===== config.mk =====
export PLATFORM = sky130hd
export DESIGN_NAME = rpc_rdma_header_checker_core_flat
export DESIGN_NICKNAME = d
export VERILOG_FILES = /design/src/rtl/rrhc_pkg.sv /design/src/rtl/rrhc_if.sv /design/src/rtl/rpc_rdma_header_checker_core.sv /design/src/rtl/rrhc_parser.sv /design/src/flat_wrapper.sv
export SDC_FILE = /design/constraint.sdc
export NUM_CORES = 1
export LEC_CHECK = 0
export ABC_AREA = 1
export ABC_CLOCK_PERIOD_IN_PS = 4100
export BUFFER_PORTS_ARGS = -buffer_cell sky130_fd_sc_hd__buf_4
export CAP_MARGIN = 10
export CORE_UTILIZATION = 60
export CTS_CLUSTER_DIAMETER = 60
export CTS_CLUSTER_SIZE = 40
export DETAILED_ROUTE_END_ITERATION = 10
export GPL_ROUTABILITY_DRIVEN = 1
export GPL_TIMING_DRIVEN = 0
export PLACE_DENSITY = 0.85
export SLEW_MARGIN = 10
export SYNTH_ARGS = -nofsm -noshare
export SYNTH_HDL_FRONTEND = slang
export SYNTH_SLANG_ARGS = --single-unit

===== constraint.sdc =====
create_clock -name clk -period 4.1 [get_ports clk]
set_input_delay 1.025 -clock clk [delete_from_list [all_inputs] [get_ports clk]]
set_output_delay 1.025 -clock clk [all_outputs]
set_load 0.005 [all_outputs]

===== src/rtl/rrhc_pkg.sv =====
// Shared types and constants of the RPC-over-RDMA header checker.
package rrhc_pkg;

  // Longest message the length counter tracks before it saturates
  localparam int MAX_MESSAGE_BYTES = 65536;
  localparam int BYTE_CAP_INT = (MAX_MESSAGE_BYTES < 131071) ? MAX_MESSAGE_BYTES : 131071;
  localparam logic [16:0] BYTE_CAP = 17'(BYTE_CAP_INT);

  // Minimum lengths per message type
  localparam logic [16:0] HDR_BYTES      = 17'd16;
  localparam logic [16:0] MSG_MIN_BYTES  = HDR_BYTES + 17'd12;
  localparam logic [16:0] MSGP_MIN_BYTES = MSG_MIN_BYTES + 17'd8;

  // Words per list element
  localparam logic [33:0] READ_ENTRY_WORDS = 34'd5;

  // Count saturation points
  localparam logic [11:0] READ_SAT  = 12'd4095;
  localparam logic [13:0] WRITE_SAT = 14'd8192;

  // Message type codes
  localparam logic [2:0] TYPE_MSG     = 3'd0;
  localparam logic [2:0] TYPE_NOMSG   = 3'd1;
  localparam logic [2:0] TYPE_MSGP    = 3'd2;
  localparam logic [2:0] TYPE_DONE    = 3'd3;
  localparam logic [2:0] TYPE_ERROR   = 3'd4;
  localparam logic [2:0] TYPE_UNKNOWN = 3'd7;

  // Failure causes
  localparam logic [2:0] CAUSE_NONE     = 3'd0;
  localparam logic [2:0] CAUSE_SHORT    = 3'd1;
  localparam logic [2:0] CAUSE_TYPE     = 3'd2;
  localparam logic [2:0] CAUSE_TRUNC    = 3'd3;
  localparam logic [2:0] CAUSE_NO_XID   = 3'd4;
  localparam logic [2:0] CAUSE_XID_MISS = 3'd5;

  // One message word as taken from the receive side
  typedef struct packed {
    logic [31:0] word;
    logic [2:0]  valid_bytes;
    logic        last_word;
  } item_t;

  // Verdict for one message
  typedef struct packed {
    logic        accepted;
    logic [2:0]  fail_cause;
    logic [2:0]  message_type;
    logic [31:0] message_xid;
    logic [11:0] read_chunks;
    logic [13:0] write_chunks;
    logic        reply_present;
    logic [16:0] header_bytes;
  } verdict_t;

endpackage


===== src/rtl/rrhc_if.sv =====
// Stream channels of the header checker: message words in, verdicts out.
interface rrhc_msg_if;
  logic        valid;
  logic        ready;
  logic [31:0] word;
  logic [2:0]  valid_bytes;
  logic        last_word;

  modport source(output valid, word, valid_bytes, last_word, input ready);
  modport sink(input valid, word, valid_bytes, last_word, output ready);
endinterface

interface rrhc_verdict_if;
  logic        valid;
  logic        ready;
  logic        accepted;
  logic [2:0]  fail_cause;
  logic [2:0]  message_type;
  logic [31:0] message_xid;
  logic [11:0] read_chunks;
  logic [13:0] write_chunks;
  logic        reply_present;
  logic [16:0] header_bytes;

  modport source(output valid, accepted, fail_cause, message_type, message_xid,
                 read_chunks, write_chunks, reply_present, header_bytes,
                 input ready);
  modport sink(input valid, accepted, fail_cause, message_type, message_xid,
               read_chunks, write_chunks, reply_present, header_bytes,
               output ready);
endinterface


===== src/rtl/rpc_rdma_header_checker_core.sv =====
// Top level of the RPC-over-RDMA v1 header checker.
// A message's last word is first held in the input register; its verdict then loads the
// verdict register, from which it is offered.
// Throughput: one word per cycle; the input stalls only while a finished verdict waits
// and the registered word is a last word.
// Reset (rst, synchronous) empties both registers and returns the parser to the header.
module rpc_rdma_header_checker_core (
  input  logic           clk,
  input  logic           rst,
  rrhc_msg_if.sink       msg,
  rrhc_verdict_if.source verdict
);

  logic               s1_valid;
  rrhc_pkg::item_t    s1_item;
  logic               s1_take;
  logic               out_free;
  logic               out_valid;
  rrhc_pkg::verdict_t parse_result;
  rrhc_pkg::verdict_t out_result;

  // Advance the registered word unless its verdict has nowhere to go
  assign out_free  = !out_valid || verdict.ready;
  assign s1_take   = s1_valid && (!s1_item.last_word || out_free);
  assign msg.ready = !s1_valid || s1_take;

  // Input register
  always_ff @(posedge clk) begin
    if (rst) begin
      s1_valid <= 1'b0;
    end else if (msg.ready) begin
      s1_valid <= msg.valid;
    end
    if (msg.valid && msg.ready) begin
      s1_item <= '{word: msg.word, valid_bytes: msg.valid_bytes, last_word: msg.last_word};
    end
  end

  rrhc_parser u_parser (
    .clk    (clk),
    .rst    (rst),
    .take   (s1_take),
    .item   (s1_item),
    .result (parse_result)
  );

  // Verdict register: load on a last word, drop when taken
  always_ff @(posedge clk) begin
    if (rst) begin
      out_valid <= 1'b0;
    end else if (s1_take && s1_item.last_word) begin
      out_valid <= 1'b1;
    end else if (verdict.ready) begin
      out_valid <= 1'b0;
    end
    if (s1_take && s1_item.last_word) begin
      out_result <= parse_result;
    end
  end

  assign verdict.valid         = out_valid;
  assign verdict.accepted      = out_result.accepted;
  assign verdict.fail_cause    = out_result.fail_cause;
  assign verdict.message_type  = out_result.message_type;
  assign verdict.message_xid   = out_result.message_xid;
  assign verdict.read_chunks   = out_result.read_chunks;
  assign verdict.write_chunks  = out_result.write_chunks;
  assign verdict.reply_present = out_result.reply_present;
  assign verdict.header_bytes  = out_result.header_bytes;

endmodule


===== src/rtl/rrhc_parser.sv =====
// Parse state machine: walks header and chunk lists one word per cycle while take is high.
module rrhc_parser (
  input  logic              clk,
  input  logic              rst,
  input  logic              take,
  input  rrhc_pkg::item_t   item,
  output rrhc_pkg::verdict_t result
);

  typedef enum logic [3:0] {
    PH_HDR,
    PH_READ_FLAG,
    PH_READ_ENTRY,
    PH_WRITE_FLAG,
    PH_WRITE_COUNT,
    PH_WRITE_SEGS,
    PH_REPLY_FLAG,
    PH_REPLY_COUNT,
    PH_REPLY_SEGS,
    PH_RPC_XID,
    PH_PASS
  } phase_t;

  phase_t      parse_phase, parse_phase_next;
  logic [2:0]  header_word_index, header_word_index_next;
  logic [33:0] words_left_in_entry, words_left_in_entry_next;
  logic [31:0] saved_xid, saved_xid_next;
  logic [2:0]  saved_type, saved_type_next;
  logic [11:0] read_count, read_count_next;
  logic [13:0] write_count, write_count_next;
  logic        reply_flag, reply_flag_next;
  logic [16:0] byte_position, byte_position_next;
  logic        verdict_done, verdict_done_next;
  logic [2:0]  verdict_cause, verdict_cause_next;

  logic [2:0]  add;
  logic        full;
  logic [16:0] byte_sum;
  logic [33:0] left_dec;
  logic [33:0] seg_words;
  logic        type_known;
  logic [2:0]  cause;

  // Bytes this word adds to the message length
  always_comb begin
    if (!item.last_word) begin
      add = 3'd4;
    end else if (item.valid_bytes > 3'd4) begin
      add = 3'd4;
    end else begin
      add = item.valid_bytes;
    end
    full      = (add == 3'd4);
    byte_sum  = byte_position + 17'(add);
    left_dec  = (words_left_in_entry != 34'd0) ? words_left_in_entry - 34'd1 : 34'd0;
    seg_words = {item.word, 2'b00};
  end

  // Advance the parse state by one word
  always_comb begin
    parse_phase_next         = parse_phase;
    header_word_index_next   = header_word_index;
    words_left_in_entry_next = words_left_in_entry;
    saved_xid_next           = saved_xid;
    saved_type_next          = saved_type;
    read_count_next          = read_count;
    write_count_next         = write_count;
    reply_flag_next          = reply_flag;
    byte_position_next       = byte_position;
    verdict_done_next        = verdict_done;
    verdict_cause_next       = verdict_cause;

    // Count length until the lists are done
    if (parse_phase != PH_RPC_XID && parse_phase != PH_PASS) begin
      byte_position_next = (byte_sum > rrhc_pkg::BYTE_CAP) ? rrhc_pkg::BYTE_CAP : byte_sum;
    end

    if (full && !verdict_done) begin
      case (parse_phase)
        PH_HDR: begin
          if (header_word_index == 3'd0) begin
            saved_xid_next = item.word;
          end
          if (header_word_index == 3'd3) begin
            if (item.word == 32'(rrhc_pkg::TYPE_MSG) ||
                item.word == 32'(rrhc_pkg::TYPE_MSGP)) begin
              saved_type_next = item.word[2:0];
              if (item.word == 32'(rrhc_pkg::TYPE_MSG)) begin
                parse_phase_next = PH_READ_FLAG;
              end
            end else if (item.word == 32'(rrhc_pkg::TYPE_NOMSG) ||
                         item.word == 32'(rrhc_pkg::TYPE_DONE) ||
                         item.word == 32'(rrhc_pkg::TYPE_ERROR)) begin
              saved_type_next  = item.word[2:0];
              parse_phase_next = PH_PASS;
            end else begin
              saved_type_next    = rrhc_pkg::TYPE_UNKNOWN;
              verdict_done_next  = 1'b1;
              verdict_cause_next = rrhc_pkg::CAUSE_TYPE;
            end
          end
          if (header_word_index == 3'd5) begin
            parse_phase_next = PH_READ_FLAG;
          end
          header_word_index_next = header_word_index + 3'd1;
        end
        PH_READ_FLAG: begin
          if (item.word != 32'd0) begin
            if (read_count < rrhc_pkg::READ_SAT) begin
              read_count_next = read_count + 12'd1;
            end
            words_left_in_entry_next = rrhc_pkg::READ_ENTRY_WORDS;
            parse_phase_next         = PH_READ_ENTRY;
          end else begin
            parse_phase_next = PH_WRITE_FLAG;
          end
        end
        PH_READ_ENTRY: begin
          words_left_in_entry_next = left_dec;
          if (left_dec == 34'd0) begin
            parse_phase_next = PH_READ_FLAG;
          end
        end
        PH_WRITE_FLAG: begin
          if (item.word != 32'd0) begin
            if (write_count < rrhc_pkg::WRITE_SAT) begin
              write_count_next = write_count + 14'd1;
            end
            parse_phase_next = PH_WRITE_COUNT;
          end else begin
            parse_phase_next = PH_REPLY_FLAG;
          end
        end
        PH_WRITE_COUNT: begin
          words_left_in_entry_next = seg_words;
          parse_phase_next = (seg_words == 34'd0) ? PH_WRITE_FLAG : PH_WRITE_SEGS;
        end
        PH_WRITE_SEGS: begin
          words_left_in_entry_next = left_dec;
          if (left_dec == 34'd0) begin
            parse_phase_next = PH_WRITE_FLAG;
          end
        end
        PH_REPLY_FLAG: begin
          if (item.word != 32'd0) begin
            reply_flag_next  = 1'b1;
            parse_phase_next = PH_REPLY_COUNT;
          end else begin
            parse_phase_next = PH_RPC_XID;
          end
        end
        PH_REPLY_COUNT: begin
          words_left_in_entry_next = seg_words;
          parse_phase_next = (seg_words == 34'd0) ? PH_RPC_XID : PH_REPLY_SEGS;
        end
        PH_REPLY_SEGS: begin
          words_left_in_entry_next = left_dec;
          if (left_dec == 34'd0) begin
            parse_phase_next = PH_RPC_XID;
          end
        end
        PH_RPC_XID: begin
          if (item.word == saved_xid) begin
            parse_phase_next = PH_PASS;
          end else begin
            verdict_done_next  = 1'b1;
            verdict_cause_next = rrhc_pkg::CAUSE_XID_MISS;
          end
        end
        default: begin
        end
      endcase
    end
  end

  // Judge the message from the state after this word
  always_comb begin
    type_known = (parse_phase_next != PH_HDR) || (header_word_index_next >= 3'd4) ||
                 verdict_done_next;
    if (verdict_done_next) begin
      cause = verdict_cause_next;
    end else if (byte_position_next < rrhc_pkg::HDR_BYTES || !type_known) begin
      cause = rrhc_pkg::CAUSE_SHORT;
    end else if (saved_type_next == rrhc_pkg::TYPE_MSG &&
                 byte_position_next < rrhc_pkg::MSG_MIN_BYTES) begin
      cause = rrhc_pkg::CAUSE_SHORT;
    end else if (saved_type_next == rrhc_pkg::TYPE_MSGP &&
                 byte_position_next < rrhc_pkg::MSGP_MIN_BYTES) begin
      cause = rrhc_pkg::CAUSE_SHORT;
    end else if (parse_phase_next == PH_PASS) begin
      cause = rrhc_pkg::CAUSE_NONE;
    end else if (parse_phase_next == PH_RPC_XID) begin
      cause = rrhc_pkg::CAUSE_NO_XID;
    end else begin
      cause = rrhc_pkg::CAUSE_TRUNC;
    end

    result.accepted      = (cause == rrhc_pkg::CAUSE_NONE);
    result.fail_cause    = cause;
    result.message_type  = type_known ? saved_type_next : rrhc_pkg::TYPE_UNKNOWN;
    result.message_xid   = saved_xid_next;
    result.read_chunks   = read_count_next;
    result.write_chunks  = write_count_next;
    result.reply_present = reply_flag_next;
    result.header_bytes  = (cause == rrhc_pkg::CAUSE_NONE) ? byte_position_next : 17'd0;
  end

  // Hold parse state; clear it after each last word
  always_ff @(posedge clk) begin
    if (rst || (take && item.last_word)) begin
      parse_phase         <= PH_HDR;
      header_word_index   <= 3'd0;
      words_left_in_entry <= 34'd0;
      saved_xid           <= 32'd0;
      saved_type          <= 3'd0;
      read_count          <= 12'd0;
      write_count         <= 14'd0;
      reply_flag          <= 1'b0;
      byte_position       <= 17'd0;
      verdict_done        <= 1'b0;
      verdict_cause       <= 3'd0;
    end else if (take) begin
      parse_phase         <= parse_phase_next;
      header_word_index   <= header_word_index_next;
      words_left_in_entry <= words_left_in_entry_next;
      saved_xid           <= saved_xid_next;
      saved_type          <= saved_type_next;
      read_count          <= read_count_next;
      write_count         <= write_count_next;
      reply_flag          <= reply_flag_next;
      byte_position       <= byte_position_next;
      verdict_done        <= verdict_done_next;
      verdict_cause       <= verdict_cause_next;
    end
  end

  // An early failure is only ever a bad type or an xid mismatch
  a_done_cause: assert property (@(posedge clk) disable iff (rst)
    verdict_done |-> (verdict_cause == rrhc_pkg::CAUSE_TYPE ||
                      verdict_cause == rrhc_pkg::CAUSE_XID_MISS))
    else $error("early verdict with unexpected cause");

  // A counted phase always has words left to consume
  a_left_nonzero: assert property (@(posedge clk) disable iff (rst)
    (parse_phase == PH_READ_ENTRY || parse_phase == PH_WRITE_SEGS ||
     parse_phase == PH_REPLY_SEGS) |-> (words_left_in_entry != 34'd0))
    else $error("counted phase with no words left");

  // The last word of a message leaves the parser clean
  a_clear_after_last: assert property (@(posedge clk) disable iff (rst)
    (take && item.last_word) |=> (parse_phase == PH_HDR && byte_position == 17'd0 &&
                                  !verdict_done))
    else $error("state not cleared after last word");

  // The length counter never passes its cap
  a_byte_cap: assert property (@(posedge clk) disable iff (rst)
    byte_position <= rrhc_pkg::BYTE_CAP)
    else $error("byte position beyond cap");

endmodule

===== src/flat_wrapper.sv =====
// flat-port wrapper written by rule: the top's interface ports become plain ports
module rpc_rdma_header_checker_core_flat 
  (clk, rst, msg_valid, msg_word, msg_valid_bytes, msg_last_word, msg_ready, verdict_valid, verdict_accepted, verdict_fail_cause, verdict_message_type, verdict_message_xid, verdict_read_chunks, verdict_write_chunks, verdict_reply_present, verdict_header_bytes, verdict_ready);
  rrhc_msg_if msg_i ();
  rrhc_verdict_if verdict_i ();
  input  logic clk;
  input  logic rst;
  input wire logic [$bits(msg_i.valid)-1:0] msg_valid;
  input wire logic [$bits(msg_i.word)-1:0] msg_word;
  input wire logic [$bits(msg_i.valid_bytes)-1:0] msg_valid_bytes;
  input wire logic [$bits(msg_i.last_word)-1:0] msg_last_word;
  output wire logic [$bits(msg_i.ready)-1:0] msg_ready;
  output wire logic [$bits(verdict_i.valid)-1:0] verdict_valid;
  output wire logic [$bits(verdict_i.accepted)-1:0] verdict_accepted;
  output wire logic [$bits(verdict_i.fail_cause)-1:0] verdict_fail_cause;
  output wire logic [$bits(verdict_i.message_type)-1:0] verdict_message_type;
  output wire logic [$bits(verdict_i.message_xid)-1:0] verdict_message_xid;
  output wire logic [$bits(verdict_i.read_chunks)-1:0] verdict_read_chunks;
  output wire logic [$bits(verdict_i.write_chunks)-1:0] verdict_write_chunks;
  output wire logic [$bits(verdict_i.reply_present)-1:0] verdict_reply_present;
  output wire logic [$bits(verdict_i.header_bytes)-1:0] verdict_header_bytes;
  input wire logic [$bits(verdict_i.ready)-1:0] verdict_ready;
  assign msg_i.valid = msg_valid;
  assign msg_i.word = msg_word;
  assign msg_i.valid_bytes = msg_valid_bytes;
  assign msg_i.last_word = msg_last_word;
  assign msg_ready = msg_i.ready;
  assign verdict_valid = verdict_i.valid;
  assign verdict_accepted = verdict_i.accepted;
  assign verdict_fail_cause = verdict_i.fail_cause;
  assign verdict_message_type = verdict_i.message_type;
  assign verdict_message_xid = verdict_i.message_xid;
  assign verdict_read_chunks = verdict_i.read_chunks;
  assign verdict_write_chunks = verdict_i.write_chunks;
  assign verdict_reply_present = verdict_i.reply_present;
  assign verdict_header_bytes = verdict_i.header_bytes;
  assign verdict_i.ready = verdict_ready;
  rpc_rdma_header_checker_core u_core (.clk(clk), .rst(rst), .msg(msg_i), .verdict(verdict_i));
endmodule

### Word-level counts from Yosys, hierarchy flattened

Index checks and enable logic that the tools add are counted.

* flip-flop bits (word level): 245
* output and inout port bits: 85
* word-level logic and storage cells: 161

* add/sub/neg operators: 5
* magnitude comparators: 8
* equal/unequal tests: 23
* muxes and demuxes: 64
* reductions and logical operators: 37

Operators by type and width (count)
* one-hot mux 34 bit (3 select lines): 1
* two-way mux 32 bit: 3
* zero test 34 bit: 2
* two-way mux 34 bit: 2
* == test 32 x 2 -> 1 bit (second input constant): 2
* two-way mux 3 bit: 21
* two-way mux 14 bit: 4
* two-way mux 12 bit: 4
* two-way mux 4 bit: 11
* one-hot mux 4 bit (10 select lines): 1
* < comparator 17 x 5 -> 1 bit (second input constant): 2
* two-way mux 17 bit: 2
* nonzero test 34 bit: 1
* subtractor 34 x 1 -> 34 bit (second input constant): 1
* == test 32 x 1 -> 1 bit (second input constant): 1
* == test 32 x 3 -> 1 bit (second input constant): 1
* == test 32 bit: 1
* zero test 32 bit: 1
* nonzero test 32 bit: 1
* adder 17 x 3 -> 17 bit: 1
* greater-than comparator 17 bit (second input constant): 1
* < comparator 17 x 6 -> 1 bit (second input constant): 1
* == test 4 x 3 -> 1 bit (second input constant): 4
* == test 4 bit (second input constant): 4
* 28 further kinds: 64

### Logic depth before layout (Yosys ltp)

* depth after elaboration: 17
* depth in mapped cells: 33
* gate-level depth less buffers: 31

### By module

Synthesis repeated with hierarchy kept, for this count alone.

* cell total of the unflattened synthesis: 1778
* area, all modules: 13135.1 um^2

Modules (own cells, without submodules)
* rrhc_parser: times used 1, cells an instance 1640, area an instance 9440.3 um^2
* rpc_rdma_header_checker_core: times used 1, cells an instance 138, area an instance 3694.8 um^2

### Worst setup path after synthesis

No wires, ideal clock.

* path kind: reg2reg
* start: register u_core.s1_item[0] (netlist bit)
* end: register u_core.out_result (netlist bit u_core.verdict.header_bytes[13]), data pin
* arrival: 3.382 ns
* required time: 3.837 ns
* setup slack: 0.455 ns
* cell stages (with the launch flop): 34
* period minus slack after synthesis: 3.645 ns
* cells stage by stage: edfxtp_1 -> inv_1 -> nor2_1 -> inv_1 -> nor2_1 -> ha_1 -> inv_1 -> fa_1 -> inv_1 -> nand3_1 -> nand2_1 -> nand3_1 -> nand2_1 -> nand2_1 -> inv_1 -> nand3_1 -> nor2_1 -> nand3_1 -> nand2_1 -> buf_2 -> nand2_1 -> nand2_1 -> nor2_1 -> nand2_1 -> nor2_1 -> nand2_1 -> nand3_1 -> nor2_1 -> nand3_1 -> nand2_1 -> inv_2 -> nand3_4 -> buf_8 -> nor2_4

RTL lines
* start: declaration: RTL line rpc_rdma_header_checker_core.sv:15 `rrhc_pkg::item_t s1_item;`
* start signal: assignment: RTL line rpc_rdma_header_checker_core.sv:35 `s1_item <= '{word: msg.word, valid_bytes: msg.valid_bytes, last_word: msg.last_word};`
* end signal: assignment: RTL line rpc_rdma_header_checker_core.sv:57 `out_result <= parse_result;`
* end: declaration: RTL line rpc_rdma_header_checker_core.sv:20 `rrhc_pkg::verdict_t out_result;`

==> out/results.md <==
### Outcome
* finished clean — result of the run

### Critical path
* 32 — worst r2r path cells
* u_core.verdict.header_bytes[3] — r2r endpoint
* edfxtp_1 — library cell contributing the largest single delay on the critical path
* nand2_2 — Crit path top cell by count
* 4470 ps — Data required, critical path
* 50 ps — FF-to-FF setup slack
* u_core.s1_item[3] — Reg2Reg Launch Point
* register to register — worst setup path category
* u_core.s1_item[3] — start point of the critical path
* 7 — crit-path max FO
* register — capturing element type of the critical path
* register — startpoint class of the critical path
* 4420 ps — Crit path arrival time
* 430 ps — Crit path largest cell delay

### Timing
* 466 ps — worst hold-check slack
* 838 ps — pin slew with the least headroom to its limit
* 98.9% — final clock period utilization by the worst path
* 39.1 ps — setup skew after layout
* 44.1% — normalized max-slew margin
* yes — unrepaired setup endpoints after global routing
* 0 — Hold Vio Cnt, Final
* 0 — Slew Limit Fails
* 4050 ps — minimum clock period
* 0 — final setup fails
* 247 MHz — highest achievable clock rate

### Synth
* 7.46 sq um — post-synthesis area per instance
* 245 — total of flip-flops plus latches after synthesis
* 119 — number of enable-type register cells in the synthesized netlist
* 0% — share of synthesized flip-flops with an asynchronous set or reset
* 1820 — synthesized net count
* 48 — Yosys cell types
* dfxtp_1 — prevailing post-synth register cell
* 1769 — number of instances in the synthesized netlist
* 46.2% — portion of the post-synthesis area used by sequential elements
* 0 — Warnings, synthesis
* 13200 sq um — Netlist Area Pre-Place

### Global routing
* 59 — pin count of the biggest net entering global routing
* 61700 um — wire length of the first global-routing pass
* 11884 — number of global-route vias before repair
* 0 — antenna violations before repair
* 0 — sum of overflow across all layers after global routing
* 35.3% — total global-route track usage

### Route
* 5.73 — Avg Vias per Cell
* 39400 um — final routed wirelength across all metal layers
* 0 — DR DRC count
* 5 — number of detailed-route iterations in the first pass
* 17.7 um — average wire per standard cell
* 0 — post-route antenna net violation count
* 1213 — initial DRC count
* 12761 — Vias

### Die
* 150 um — die width
* 125 — number of primary I/O pins
* 150 um — die span in y
* 21300 sq um — Core Box Area
* 22600 sq um — die outline area
* 62.0% — starting density of the core
* 53 — standard-cell row count

### Cells and area
* 73.6% — utilization after layout
* 1987 — Post-layout nets
* 18.7% — Layout area overhead
* 0 — antenna fix cells
* 15.2% — layout cells sized above 1

### Clocking
* 540 ps — worst skew pair latency
* 245 — Sinks on Clock Net
* 21 — number of buffers added by the clock tree synthesis step
* clkbuf_16 — Clock Root Buffer
* 1 — depth of the CTS H-tree
* 0 — cts-stage hold buffer count
* 3 — worst-case clock buffer depth
* built — CTS tree
* 100 ps — Worst-path clk slew

### Hold path
* u_core.u_parser.reply_flag — Worst Hold Launch
* u_core.u_parser.reply_flag — Hold EP
* 2 — number of cells on the worst hold path
* register to register — Worst Hold Class

### Power and ir drop
* 0.000493 V — peak supply drop
* 428 nW/um^2 — cell area power density
* 7.12 nW — cell leakage power

### Place
* 0.949 — Final GP Congestion
* 28900 um — detailed placement HPWL
* 124 — I/O Buffers

### Flow run
* 0 — MaxCap Viol Count

worst max path at each step:
stage | endpoint | cells past startpoint
6_report | u_core.verdict.header_bytes[3] | 32
5_1_grt | u_core.verdict.header_bytes[3] | 32
4_1_cts | u_core.verdict.header_bytes[12] | 33
3_5_place_dp | u_core.verdict.header_bytes[13] | 26
3_3_place_gp | u_core.verdict.header_bytes[13] | 26
2_1_floorplan | u_core.verdict.header_bytes[13] | 33
synthesized netlist by cell type, types with 3 or more instances:
cell type,instances,share of area [%]
nand3_1,98,3.7
a211oi_1,3,0.17
o211ai_1,6,0.34
a221oi_1,12,0.80
a21oi_1,117,4.4
nor2_1,210,6.0
nor3_1,18,0.68
inv_1,310,8.8
dfxtp_1,126,19
buf_2,3,0.11
o221ai_1,3,0.20
xor2_1,34,2.3
o22ai_1,8,0.38
nand4_1,44,2.1
nor4_1,6,0.28
ha_1,10,0.95
nand2_4,3,0.26
nand2_2,4,0.19
clkbuf_1,49,1.4
o221a_2,11,0.94
nor2_4,13,1.1
nor2_2,6,0.28
edfxtp_1,119,27
nand2_1,365,10
o21ai_0,154,5.8
inv_2,6,0.17
routing by layer:
layer / global-route usage (%) / share of wire [%] / vias up
li1: - / - / 6108
met1: 49.6 / 42 / 5856
met2: 55.3 / 45 / 692
met3: 5.36 / 9.6 / 105
met4: 12.1 / 3.3 / 0
met5: 0 / 0 / -
stage by stage:
step	std cells	setup TNS [ps]	cell area [sq um]	total power, mW	setup slack [ps]
2_1_floorplan	1769	0	13200	3.92	455
6_report	2226	0	15700	6.71	47.1
3_3_place_gp	2168	-38940	14500	4.40	-622
4_1_cts	2218	0	15500	6.64	9.26
3_5_place_dp	2169	-10460	14500	4.42	-653
5_1_grt	2226	-1800	15700	6.99	-160
logic make-up (layout without fill, tap and decap cells):
logic type,after synthesis,count (layout),synth area share (%)
buffers and inverters,375,557,10.9
AND/OR/NAND/NOR,776,776,25.6
adder cells (fa/ha/maj),11,11,1.10
AO/OA/AOI/OAI,326,326,13.8
flip-flops,245,245,46.2
XOR/XNOR,36,36,2.39
power by group:
group / switching [mW] / internal [mW] / leakage, nW
Sequential: 0.104 / 2.71 / 2.16
Clock: 1.07 / 1.14 / 0.376
Combinational: 1.16 / 0.523 / 4.59
worst max-delay path: cells and delay by family, from the launching register on:
kind | cells | cell delay, ps
flops | 1 | 430
buf+inv | 7 | 710
simple gates | 23 | 2130
fa+ha+maj | 2 | 580
layout make-up:
type	count	area, sq um
clock inverter	14	198
inverter	318	1200
fill	1659	5610
clock buffer	24	568
tap	275	344
timing repair buffer	144	1140
multi-input combinational	1149	5880
buffer	57	255
sequential	245	6100
flip-flops by register name, indices dropped and copies added (netlist names), 4 cells and up, named ones only:
| register | cells |
|---|---|
| u_core.s1_item | 36 |
| u_core.u_parser.words_left_in_entry | 34 |
| u_core.u_parser.saved_xid | 32 |
| u_core.verdict.message_xid | 32 |
| u_core.u_parser.byte_position | 17 |
| u_core.verdict.header_bytes | 17 |
| u_core.u_parser.write_count | 14 |
| u_core.verdict.write_chunks | 14 |
| u_core.u_parser.read_count | 12 |
| u_core.verdict.read_chunks | 12 |
| u_core.u_parser.parse_phase | 4 |
repair_timing:
action / in CTS / in global routing
pin swaps: 9 / 27
endpoints found under the setup margin: 21 / 20
gates cloned: 2 / 0
hold endpoints to repair: 0 / 0
buffers inserted: 9 / 8
resized for setup: 27 / 48
layout by cell type, fill, tap and decap left out, types with 33 or more instances in the layout:
master      n
nor2_1    197
xor2_1     33
nand2_1   345
o21ai_0   153
dfxtp_1   126
buf_4     138
edfxtp_1  119
clkbuf_1   50
nand3_1    88
a21oi_1   111
nand4_1    44
inv_1     304
(Power assumes the default switching activity.)
